$ cat config.mk
export PLATFORM = sky130hd
export DESIGN_NAME = key_value_parameter_tokenizer_top
export DESIGN_NICKNAME = d
export VERILOG_FILES = /design/src/kvp_pkg.sv /design/src/key_value_parameter_tokenizer_top.sv /design/src/kvp_step.sv
export SDC_FILE = /design/constraint.sdc
export NUM_CORES = 1
export LEC_CHECK = 0
export BUFFER_PORTS_ARGS = -buffer_cell sky130_fd_sc_hd__buf_4
export CAP_MARGIN = 30
export CORE_MARGIN = 1
export CORE_UTILIZATION = 53
export DETAILED_ROUTE_END_ITERATION = 7
export PLACE_DENSITY = 0.75
export SYNTH_ARGS = -nofsm -noshare
export SYNTH_HDL_FRONTEND = slang
export SYNTH_SLANG_ARGS = --single-unit
export TNS_END_PERCENT = 1
$ cat constraint.sdc
create_clock -name aclk -period 3.7 [get_ports aclk]
set_clock_uncertainty 0.15 [all_clocks]
set_input_delay 0.555 -clock aclk [delete_from_list [all_inputs] [get_ports aclk]]
set_output_delay 0.555 -clock aclk [all_outputs]
set_load 0.01 [all_outputs]
$ cat src/kvp_pkg.sv
// Shared types, constants and helpers of the key/value parameter tokenizer.
`default_nettype none

package kvp_pkg;

    localparam int ENTRY_LIMIT = 64;
    localparam int CNT_W       = $clog2(ENTRY_LIMIT + 1);
    localparam int OUT_CNT_W   = 7;

    localparam logic [7:0] CH_QUOTE  = 8'h22;
    localparam logic [7:0] CH_BSLASH = 8'h5C;
    localparam logic [7:0] CH_SPACE  = 8'h20;
    localparam logic [7:0] CH_EQUAL  = 8'h3D;

    typedef enum logic [2:0] {
        PH_SKIP   = 3'd0,
        PH_KEY    = 3'd1,
        PH_VSTART = 3'd2,
        PH_PLAIN  = 3'd3,
        PH_QUOTE  = 3'd4,
        PH_ESC    = 3'd5,
        PH_HALT   = 3'd6
    } kvp_phase_t;

    typedef enum logic [1:0] {
        ROLE_NONE  = 2'd0,
        ROLE_KEY   = 2'd1,
        ROLE_VALUE = 2'd2
    } kvp_role_t;

    typedef enum logic [2:0] {
        ST_RUNNING    = 3'd0,
        ST_DONE       = 3'd1,
        ST_EMPTY_KEY  = 3'd2,
        ST_OPEN_QUOTE = 3'd3,
        ST_OPEN_ESC   = 3'd4,
        ST_TOO_MANY   = 3'd5
    } kvp_status_t;

    typedef struct packed {
        kvp_phase_t       phase;
        logic [CNT_W-1:0] count;
        kvp_status_t      err;
        logic             value_seen;
    } kvp_state_t;

    typedef struct packed {
        logic       string_end;
        logic [7:0] char_byte;
    } kvp_item_t;

    typedef struct packed {
        logic [OUT_CNT_W-1:0] entry_count;
        kvp_status_t          status;
        logic                 final_res;
        logic                 entry_has_value;
        logic                 entry_closed;
        logic                 key_closed;
        kvp_role_t            byte_role;
        logic [7:0]           data_byte;
    } kvp_res_t;

    localparam kvp_state_t STATE_RESET = '{
        phase: PH_SKIP, count: '0, err: ST_RUNNING, value_seen: 1'b0
    };

    // Low bits of the entry count as reported on the result channel.
    function automatic logic [OUT_CNT_W-1:0] out_count(input logic [CNT_W-1:0] cnt);
        logic [CNT_W+OUT_CNT_W-1:0] wide;
        wide = {{OUT_CNT_W{1'b0}}, cnt};
        return wide[OUT_CNT_W-1:0];
    endfunction

endpackage

`default_nettype wire

$ cat src/key_value_parameter_tokenizer_top.sv
// Top level of the key/value parameter tokenizer: request registers and handshakes.
`default_nettype none

// Tokenizes a parameter line of space-separated key or key=value entries, one
// character per request, closed by a terminator request (s_tlast high, data
// ignored). Every request yields exactly one result request that tags the byte
// as key, value or neither, marks key and entry ends and reports the status and
// the running entry count; the terminator's result carries m_tlast and the final
// status, after which the parser returns to its reset state. Throughput is one
// request per clock cycle while the result channel does not stall. A request
// waits in the input register until the result register can take it, the result
// register and the parser state register being loaded at the same edge.
// Both sides stall independently: an input request is taken whenever the input
// register is empty or moves on into the result register in that cycle.

module key_value_parameter_tokenizer_top (
    input  wire        aclk,
    input  wire        aresetn,
    // Input channel
    input  wire        s_tvalid,
    output logic       s_tready,
    input  wire [7:0]  s_tdata,   // [7:0] char_byte
    input  wire        s_tlast,   // string_end
    // Result channel
    output logic       m_tvalid,
    input  wire        m_tready,
    output logic [23:0] m_tdata,  // [7:0] data_byte, [8] key_closed,
                                  // [9] entry_closed, [10] entry_has_value,
                                  // [13:11] status, [20:14] entry_count,
                                  // [23:21] zero
    output logic [1:0] m_tuser,   // byte_role
    output logic       m_tlast    // final_res
);
    import kvp_pkg::*;

    logic       in_valid_reg;
    kvp_item_t  in_item_reg;
    logic       out_valid_reg;
    kvp_res_t   out_res_reg;
    kvp_state_t state_reg;
    kvp_state_t state_next;
    kvp_res_t   res_next;
    logic       advance;

    // The result register may take a new result when it is empty or drained.
    assign advance  = in_valid_reg && (!out_valid_reg || m_tready);
    assign s_tready = !in_valid_reg || advance;

    kvp_step u_step (
        .state_cur  (state_reg),
        .item       (in_item_reg),
        .state_next (state_next),
        .res        (res_next)
    );

    always_ff @(posedge aclk) begin
        if (!aresetn) begin
            in_valid_reg  <= 1'b0;
            out_valid_reg <= 1'b0;
            state_reg     <= STATE_RESET;
        end else begin
            if (s_tready) begin
                in_valid_reg <= s_tvalid;
            end
            if (advance) begin
                out_valid_reg <= 1'b1;
                state_reg     <= state_next;
            end else if (m_tready) begin
                out_valid_reg <= 1'b0;
            end
        end
    end

    // Payload registers carry no reset.
    always_ff @(posedge aclk) begin
        if (s_tready && s_tvalid) begin
            in_item_reg.char_byte  <= s_tdata;
            in_item_reg.string_end <= s_tlast;
        end
        if (advance) begin
            out_res_reg <= res_next;
        end
    end

    assign m_tvalid = out_valid_reg;
    assign m_tdata  = {3'b000,
                       out_res_reg.entry_count,
                       out_res_reg.status,
                       out_res_reg.entry_has_value,
                       out_res_reg.entry_closed,
                       out_res_reg.key_closed,
                       out_res_reg.data_byte};
    assign m_tuser  = out_res_reg.byte_role;
    assign m_tlast  = out_res_reg.final_res;

`ifndef SYNTHESIS
    // A terminator brings the parser back to its reset state.
    a_term_resets: assert property (@(posedge aclk) disable iff (!aresetn)
        (advance && in_item_reg.string_end) |=>
            (state_reg.phase == PH_SKIP && state_reg.count == '0
             && state_reg.err == ST_RUNNING))
        else $error("parser state not cleared after terminator");

    // A held error always goes with the halted phase.
    a_err_halts: assert property (@(posedge aclk) disable iff (!aresetn)
        (state_reg.err != ST_RUNNING) |-> (state_reg.phase == PH_HALT))
        else $error("error held outside the halted phase");

    // The entry count never passes its limit.
    a_count_limit: assert property (@(posedge aclk) disable iff (!aresetn)
        state_reg.count <= CNT_W'(ENTRY_LIMIT))
        else $error("entry count beyond limit");

    // An error result delivers no byte and closes no entry.
    a_err_masks: assert property (@(posedge aclk) disable iff (!aresetn)
        (m_tvalid && m_tdata[13:11] != ST_RUNNING && m_tdata[13:11] != ST_DONE)
            |-> (m_tuser == ROLE_NONE && !m_tdata[9]))
        else $error("error result carries a byte or entry mark");
`endif

endmodule

`default_nettype wire

$ cat src/kvp_step.sv
// Next-state and result logic of the tokenizer for one character request.
`default_nettype none

module kvp_step (
    input  var kvp_pkg::kvp_state_t state_cur,
    input  var kvp_pkg::kvp_item_t  item,
    output kvp_pkg::kvp_state_t     state_next,
    output kvp_pkg::kvp_res_t       res
);
    import kvp_pkg::*;

    logic             full;
    logic [CNT_W-1:0] count_inc;
    kvp_state_t       st;
    logic [7:0]       data;
    kvp_role_t        role;
    logic             kclose;
    logic             eclose;
    logic             hasval;
    logic [7:0]       c;

    assign full      = (state_cur.count >= CNT_W'(ENTRY_LIMIT));
    assign count_inc = CNT_W'(state_cur.count + 1'b1);
    assign c         = item.char_byte;

    always_comb begin
        st     = state_cur;
        data   = 8'h00;
        role   = ROLE_NONE;
        kclose = 1'b0;
        eclose = 1'b0;
        hasval = 1'b0;

        if (item.string_end) begin
            unique case (state_cur.phase)
                PH_KEY, PH_VSTART, PH_PLAIN: begin
                    kclose = (state_cur.phase == PH_KEY);
                    if (full) begin
                        st.err   = ST_TOO_MANY;
                        st.phase = PH_HALT;
                    end else begin
                        st.count = count_inc;
                        eclose   = 1'b1;
                        hasval   = (state_cur.phase == PH_PLAIN);
                    end
                end
                PH_QUOTE: begin
                    st.err   = ST_OPEN_QUOTE;
                    st.phase = PH_HALT;
                end
                PH_ESC: begin
                    st.err   = ST_OPEN_ESC;
                    st.phase = PH_HALT;
                end
                default: begin
                end
            endcase
        end else begin
            unique case (state_cur.phase)
                PH_SKIP: begin
                    if (c == CH_EQUAL) begin
                        st.err   = ST_EMPTY_KEY;
                        st.phase = PH_HALT;
                    end else if (c != CH_SPACE) begin
                        data     = c;
                        role     = ROLE_KEY;
                        st.phase = PH_KEY;
                    end
                end
                PH_KEY: begin
                    if (c == CH_SPACE) begin
                        kclose = 1'b1;
                        if (full) begin
                            st.err   = ST_TOO_MANY;
                            st.phase = PH_HALT;
                        end else begin
                            st.count = count_inc;
                            eclose   = 1'b1;
                            st.phase = PH_SKIP;
                        end
                    end else if (c == CH_EQUAL) begin
                        kclose   = 1'b1;
                        st.phase = PH_VSTART;
                    end else begin
                        data = c;
                        role = ROLE_KEY;
                    end
                end
                PH_VSTART: begin
                    if (c == CH_QUOTE) begin
                        st.value_seen = 1'b0;
                        st.phase      = PH_QUOTE;
                    end else if (c == CH_SPACE) begin
                        if (full) begin
                            st.err   = ST_TOO_MANY;
                            st.phase = PH_HALT;
                        end else begin
                            st.count = count_inc;
                            eclose   = 1'b1;
                            st.phase = PH_SKIP;
                        end
                    end else begin
                        data     = c;
                        role     = ROLE_VALUE;
                        st.phase = PH_PLAIN;
                    end
                end
                PH_PLAIN: begin
                    if (c == CH_SPACE) begin
                        if (full) begin
                            st.err   = ST_TOO_MANY;
                            st.phase = PH_HALT;
                        end else begin
                            st.count = count_inc;
                            eclose   = 1'b1;
                            hasval   = 1'b1;
                            st.phase = PH_SKIP;
                        end
                    end else begin
                        data = c;
                        role = ROLE_VALUE;
                    end
                end
                PH_QUOTE: begin
                    if (c == CH_QUOTE) begin
                        st.value_seen = 1'b0;
                        if (full) begin
                            st.err   = ST_TOO_MANY;
                            st.phase = PH_HALT;
                        end else begin
                            st.count = count_inc;
                            eclose   = 1'b1;
                            hasval   = state_cur.value_seen;
                            st.phase = PH_SKIP;
                        end
                    end else if (c == CH_BSLASH) begin
                        st.value_seen = 1'b1;
                        st.phase      = PH_ESC;
                    end else begin
                        st.value_seen = 1'b1;
                        data          = c;
                        role          = ROLE_VALUE;
                    end
                end
                PH_ESC: begin
                    st.value_seen = 1'b1;
                    data          = c;
                    role          = ROLE_VALUE;
                    st.phase      = PH_QUOTE;
                end
                PH_HALT: begin
                end
                default: begin
                    st.err   = ST_EMPTY_KEY;
                    st.phase = PH_HALT;
                end
            endcase
        end

        // A held error masks every delivered byte and entry mark.
        res.key_closed  = kclose;
        res.final_res   = item.string_end;
        res.entry_count = out_count(st.count);
        if (st.err != ST_RUNNING) begin
            res.status          = st.err;
            res.data_byte       = 8'h00;
            res.byte_role       = ROLE_NONE;
            res.entry_closed    = 1'b0;
            res.entry_has_value = 1'b0;
        end else begin
            res.status          = item.string_end ? ST_DONE : ST_RUNNING;
            res.data_byte       = data;
            res.byte_role       = role;
            res.entry_closed    = eclose;
            res.entry_has_value = hasval;
        end

        state_next = item.string_end ? STATE_RESET : st;
    end

endmodule

`default_nettype wire

==> results.py, run 1 <==
metrics = {
    "yosys": {
        "synthAdderAreaFrac_pct": 0.947,
        "synth_compound_area_share_pct": 19.8,
        "ys_warn_count": 0,
        "muxShareOfSynthArea_pct": 1.52,
        "synth_top_family_by_area": "simple AND/OR/NAND/NOR gates",
        "synthSimpleGateAreaFrac_pct": 21.1,
        "synth_edf_count": 33,
        "postSynth.asyncResetShare_pct": 0,
        "syn_area_mm2": 0.00264,
        "synth_seq_cells": 49,
        "synth_cells": 269,
        "ys_types": 62,
        "syn_avg_cell_area_um2": 9.82,
        "synthXorXnorAreaFrac_pct": 1.99,
        "ys_seq_area_share_pct": 49.6,
        "synth_ff_type": "edfxtp_1",
    },
    "floorplan": {
        "placeableCoreArea_mm2": 0.00475,
        "start_util_pct": 55.6,
        "ios": 42,
        "dieWidth_um": 72.6,
        "rows": 25,
        "fp.dieArea_mm2": 0.00527,
        "fp.dieH_um": 72.6,
    },
    "timing": {
        "rsz0062_at_grt": "no",
        "setup_viol_count_final": 0,
        "max_slew_margin_pct": 54.7,
        "period_minus_slack_ns": 2.96,
        "drv_slew": 0,
        "final_hold_viol_count": 0,
        "layout_setup_ws_ns": 0.743,
        "setup_tns_ns": 0,
        "period_share_pct": 79.9,
        "worst_slew_pin_slew_ns": 0.679,
        "fmax_mhz": 338,
    },
    "route": {
        "drc": 0,
        "viasPerCell": 6.09,
        "dr.pass1.iters": 5,
        "vias": 2253,
        "avgRoutedWirePerCell_um": 16.3,
        "first_iter_violations": 270,
        "wirelength_um": 6020,
        "ant_nets": 0,
    },
    "worst_setup_path": {
        "worstSetupStartpoint": "in_item_reg[0]",
        "critPathKind": "flip-flop to flip-flop",
        "r2r_slack_ns": 0.74,
        "worst-path-max-fanout": 9,
        "start_kind": "flip-flop",
        "cp-end-kind": "flip-flop",
        "r2r_start": "in_item_reg[0]",
        "crit_required_ns": 3.61,
        "crit_path_end": "m_tdata[16]",
        "reg2reg_depth": 6,
        "cp_data_arrival_time_ns": 2.86,
        "reg2reg_to": "m_tdata[16]",
    },
    "grt": {
        "overflow": 0,
        "track_usage_pct": 25.0,
        "grt_pass1_wl_um": 10000,
        "grt_max_degree": 23,
        "antenna_found_initial": 0,
        "grt_pass1_vias": 2101,
    },
    "place": {
        "dp_slack_ns": 0.826,
        "gp_congestion": 0.884,
        "portBuffers": 38,
        "dp_hpwl_um": 4310,
        "dpl.cell_count": 362,
    },
    "run_status": {
        "outcome": "completed",
    },
    "clocking": {
        "numCtsBuffers": 5,
        "cts_tree": "yes",
        "cts_hold_buf": 0,
        "cts.sinks": 49,
        "ctsResizeCount": 0,
        "htree_levels": 2,
        "cts_root_buf": "clkbuf_8",
        "clockBufferDepth": 2,
        "cts_setup_buffers": 0,
        "clk_latency_ns": 0.30,
        "clkTransAtPathRegs_ns": 0.08,
    },
    "layout": {
        "drive_above_1_share_pct": 18.8,
        "num_antenna_cells": 0,
        "final_nets": 317,
        "layoutNonFillerInstCount": 370,
        "area_delta_synth_final_pct": 15.6,
        "final_core_utilization_pct": 64.3,
        "largest_reg_flops": 21,
    },
    "worst_hold_path": {
        "hold_path_class": "primary input to flip-flop",
    },
    "power": {
        "power_density_mw_per_mm2": 351,
        "max-vdd-ir-drop_mv": 0.283,
        "p_leak_nw": 1.15,
    },
    "job": {
        "drv_cap": 0,
    },
}
## synth_stat cells, types with 3 or more instances
master / n / share of area, %
or2_2: 3 / 0.71
buf_4: 3 / 0.85
nand2_1: 24 / 3.4
a31oi_1: 3 / 0.71
a21o_1: 3 / 0.85
dfxtp_1: 16 / 12
nor2_1: 18 / 2.6
nand3b_1: 3 / 0.85
xnor2_1: 5 / 1.7
inv_1: 10 / 1.4
mux2i_1: 4 / 1.5
nor2b_1: 3 / 0.71
clkbuf_1: 11 / 1.6
a21oi_1: 20 / 3.8
and3_1: 8 / 1.9
edfxtp_1: 33 / 37
and3b_1: 4 / 1.3
o21bai_1: 3 / 0.85
nor3_1: 9 / 1.7
and2_1: 5 / 1.2
buf_1: 3 / 0.43
nand3_1: 6 / 1.1
o21ai_0: 19 / 3.6
## cells by family (layout without fill, tap and decap cells)
kind of cell               after synthesis  in the layout
AOI/OAI and AO/OA                       78             78
xor gates and xnor gates                 6              6
adders and majority gates                2              2
buffers and inverters                   29             61
DFF                                     49             49
muxes                                    4              4
other                                    1              3
and+or+nand+nor                        100            100
## per-layer routing
metal | global-route usage, % | vias up | share of wire, %
met4 | 8.93 | 0 | 1.5
met3 | 5.25 | 9 | 7.1
met5 | 0 | - | 0
met1 | 35.1 | 1075 | 45
met2 | 38.5 | 108 | 46
li1 | - | 1061 | -
## placed cells by master, fill, tap and decap left out, types with 5 or more instances in the layout
cell type	Yosys	routed
and3_1	8	8
a21oi_1	20	20
dfxtp_1	16	16
xnor2_1	5	5
and2_1	5	5
nand2_1	24	24
inv_1	10	10
buf_4	3	43
nor3_1	9	9
o21ai_0	19	19
clkbuf_8	0	6
nor2_1	18	18
edfxtp_1	33	33
nand3_1	6	6
## worst min-delay path by stage
stage / depth (start not counted) / endpoint / start
CTS: 1 / in_item_reg[8] / s_tlast
floorplan: 2 / state_reg[9] / state_reg[9]
global placement: 2 / state_reg[12] / state_reg[12]
global route: 1 / in_item_reg[5] / s_tdata[5]
detailed placement: 2 / state_reg[12] / state_reg[12]
finish: 1 / in_item_reg[8] / s_tlast
## layout make-up
cell class / instances / area [um2]
Multi-Input combinational cell: 193 / 1210
Fill cell: 412 / 1700
Sequential cell: 49 / 1310
Tap cell: 67 / 83.8
Inverter: 10 / 37.5
Timing Repair Buffer: 43 / 323
Clock buffer: 8 / 90.1
## per-stage QoR
| stage | power (W) | hold slack (ns) | cell area [um2] |
|---|---|---|---|
| after CTS | 0.00108 | 0.268 | 3060 |
| after global routing | 0.00111 | 0.258 | 3060 |
| after detailed placement | 0.000764 | 0.338 | 2970 |
| after floorplan | 0.000713 | 0.328 | 2650 |
| after global placement | 0.000760 | 0.319 | 2970 |
| final | 0.00107 | 0.271 | 3060 |
## worst max-delay path: stages (launching register included)
cell      delay [ns]
edfxtp_1        0.44
or4b_1          0.64
or2_1           0.40
o22ai_1         0.31
nor2b_1         0.47
nand2_1         0.14
xnor2_1         0.15
## power breakdown
part / total, W / internal (W) / leakage [nW] / switching [W]
combinational: 0.000132 / 0.0000548 / 0.659 / 0.0000773
clock: 0.000318 / 0.000153 / 0.0455 / 0.000165
sequential: 0.000621 / 0.000608 / 0.447 / 0.0000130
total: 0.00107 / 0.000815 / 1.15 / 0.000256
No activity file was read; power rests on OpenSTA's default activity.
==> inputs of run 2 (changes only) <==
--- a/config.mk
+++ b/config.mk
@@ -5,10 +5,11 @@
 export SDC_FILE = /design/constraint.sdc
 export NUM_CORES = 1
 export LEC_CHECK = 0
+export ABC_AREA = 1
 export BUFFER_PORTS_ARGS = -buffer_cell sky130_fd_sc_hd__buf_4
 export CAP_MARGIN = 30
 export CORE_MARGIN = 1
-export CORE_UTILIZATION = 53
+export CORE_UTILIZATION = 51
 export DETAILED_ROUTE_END_ITERATION = 7
 export PLACE_DENSITY = 0.75
 export SYNTH_ARGS = -nofsm -noshare
==> constraint.sdc (replaced) <==
create_clock -name aclk -period 2.55 [get_ports aclk]
set_clock_uncertainty 0.15 [all_clocks]
set_input_delay 0.3825 -clock aclk [delete_from_list [all_inputs] [get_ports aclk]]
set_output_delay 0.3825 -clock aclk [all_outputs]
set_load 0.01 [all_outputs]
==> run 2 against run 1 <==
Against the previous run: sequential power grew 50%; critical endpoint is now m_tuser[1]; non-clock buffer count increased by 1; register-to-register slack worse by 0.45 ns; hold slack got worse by 0.17 ns.
==> results.py, run 2 <==
metrics = {
    "run_status": {
        "outcome": "completed",
    },
    "timing": {
        "rsz0062_at_grt": "no",
        "final_hold_viol_count": 0,
        "worst_slew_pin_slew_ns": 0.679,
        "setup_viol_count_final": 0,
        "period_share_pct": 88.4,
        "drv_slew": 0,
        "fmax_mhz": 444,
        "max_slew_margin_pct": 54.2,
        "setup_tns_ns": 0,
        "period_minus_slack_ns": 2.25,
        "hold_ws_ns": 0.0967,
    },
    "place": {
        "dp_hpwl_um": 4810,
        "portBuffers": 38,
        "dpl.cell_count": 453,
        "gp_congestion": 0.926,
    },
    "clocking": {
        "clockBufferDepth": 2,
        "cts_setup_buffers": 0,
        "clk_latency_ns": 0.31,
        "clkTransAtPathRegs_ns": 0.09,
        "htree_levels": 2,
        "cts_root_buf": "clkbuf_8",
        "ctsResizeCount": 0,
        "cts_hold_buf": 0,
        "cts.sinks": 49,
        "cts_tree": "yes",
        "numCtsBuffers": 5,
    },
    "worst_setup_path": {
        "worst-path-max-fanout": 12,
        "cp_data_arrival_time_ns": 2.27,
        "r2r_start": "state_reg[12]",
        "crit_required_ns": 2.56,
        "reg2reg_to": "m_tuser[1]",
        "r2r_slack_ns": 0.30,
        "cp-end-kind": "flip-flop",
        "start_kind": "flip-flop",
        "critPathKind": "flip-flop to flip-flop",
        "reg2reg_depth": 12,
    },
    "floorplan": {
        "fp.dieH_um": 76.3,
        "start_util_pct": 54.1,
        "placeableCoreArea_mm2": 0.00520,
        "rows": 26,
        "fp.dieArea_mm2": 0.00582,
        "ios": 42,
        "dieWidth_um": 76.3,
    },
    "layout": {
        "area_delta_synth_final_pct": 17.1,
        "layout_common_cells": "nand2_1, buf_4, edfxtp_1, inv_1, nor2_1",
        "final_core_utilization_pct": 63.3,
        "drive_above_1_share_pct": 24.6,
        "largest_reg_flops": 21,
        "final_common_cell": "nand2_1",
        "layoutNonFillerInstCount": 461,
        "num_antenna_cells": 0,
        "final_nets": 405,
    },
    "grt": {
        "grt_pass1_vias": 2171,
        "grt_max_degree": 25,
        "grt_pass1_wl_um": 10500,
        "overflow": 0,
        "antenna_found_initial": 0,
        "track_usage_pct": 23.1,
    },
    "yosys": {
        "netlist_top_cells_count": "nand2_1, edfxtp_1, inv_1, nor2_1, o21ai_0",
        "yosys.area.top_type": "edfxtp_1",
        "ys_types": 37,
        "synth_seq_cells": 49,
        "syn_avg_cell_area_um2": 8.07,
        "synth_edf_count": 33,
        "postSynth.asyncResetShare_pct": 0,
        "ys_warn_count": 0,
        "synth_most_common_cell": "nand2_1",
        "synth_top_area_share_pct": 35.2,
        "syn_area_mm2": 0.00282,
        "synth_ff_type": "edfxtp_1",
        "synth_cells": 349,
        "synthTopCellsByArea": "edfxtp_1, dfxtp_1, nand2_1",
        "ys_seq_area_share_pct": 46.6,
    },
    "worst_hold_path": {
        "min_to": "in_item_reg[0]",
        "hold_path_class": "primary input to flip-flop",
        "whs_path_depth": 1,
        "hp-start": "s_tdata[0]",
    },
    "route": {
        "ant_nets": 0,
        "vias": 2449,
        "wirelength_um": 6360,
        "first_iter_violations": 220,
        "drc": 0,
        "viasPerCell": 5.31,
        "dr.pass1.iters": 4,
        "avgRoutedWirePerCell_um": 13.8,
    },
    "job": {
        "drv_cap": 0,
    },
    "power": {
        "max-vdd-ir-drop_mv": 0.306,
        "p_leak_nw": 1.43,
        "power_density_mw_per_mm2": 555,
    },
}
[run 2: power by group]
part           total (W)  switching, W  internal, W
clock network   0.000577      0.000257     0.000320
logic           0.000320      0.000202     0.000118
registers       0.000934     0.0000316     0.000903
total            0.00183      0.000491      0.00134
[run 2: final cells by class]
cell class	count	area (um2)
Multi-Input combinational cell	248	1290
Timing Repair Buffer	44	330
Clock inverter	1	30.0
Clock buffer	7	86.3
Tap cell	70	87.6
Fill cell	474	1910
Inverter	42	159
Sequential cell	49	1310
[run 2: layer usage]
| layer | track usage [%] | wire [um] |
|---|---|---|
| met1 | 32.5 | 2980 |
| met3 | 3.83 | 387 |
| met5 | 0 | 0 |
| met4 | 9.42 | 87 |
| met2 | 35.4 | 2900 |
[run 2: per-stage QoR]
| stage | power (W) | setup slack (ns) | instance area [um2] |
|---|---|---|---|
| final | 0.00183 | 0.297 | 3300 |
| after global routing | 0.00191 | 0.0924 | 3300 |
| after CTS | 0.00184 | 0.301 | 3300 |
| after detailed placement | 0.00127 | 0.335 | 3180 |
| after global placement | 0.00127 | 0.305 | 3180 |
| after floorplan | 0.00117 | 0.490 | 2820 |
[run 2: how the worst max path moves through the flow]
| stage | endpoint | from |
|---|---|---|
| 4_1_cts | m_tdata[15] | in_item_reg[4] |
| 3_5_place_dp | m_tdata[15] | in_item_reg[4] |
| 3_3_place_gp | m_tdata[15] | in_item_reg[4] |
| 5_1_grt | m_tdata[15] | in_item_reg[4] |
| 6_report | m_tuser[1] | state_reg[12] |
| 2_1_floorplan | m_tdata[0] | m_tready |
[run 2: worst max-delay path, stage by stage, from the launching register on]
cell	delay [ns]
dfxtp_1	0.48
inv_2	0.11
nand2_2	0.09
nand2_2	0.13
inv_2	0.23
a21oi_1	0.08
nand2_1	0.08
nand2_1	0.05
nand2_1	0.05
nand2_1	0.09
a21oi_4	0.23
nand3_4	0.18
nor2_2	0.14
[run 2: cells by family after synthesis]
family / count (synthesis) / synth area share, %
other: 1 / 0.133
flip-flops: 49 / 46.6
buffers and inverters: 54 / 7.82
adder cells (fa/ha/maj): 2 / 0.888
AND/OR/NAND/NOR: 168 / 28.9
AO/OA/AOI/OAI: 72 / 14.7
XOR/XNOR: 3 / 0.933
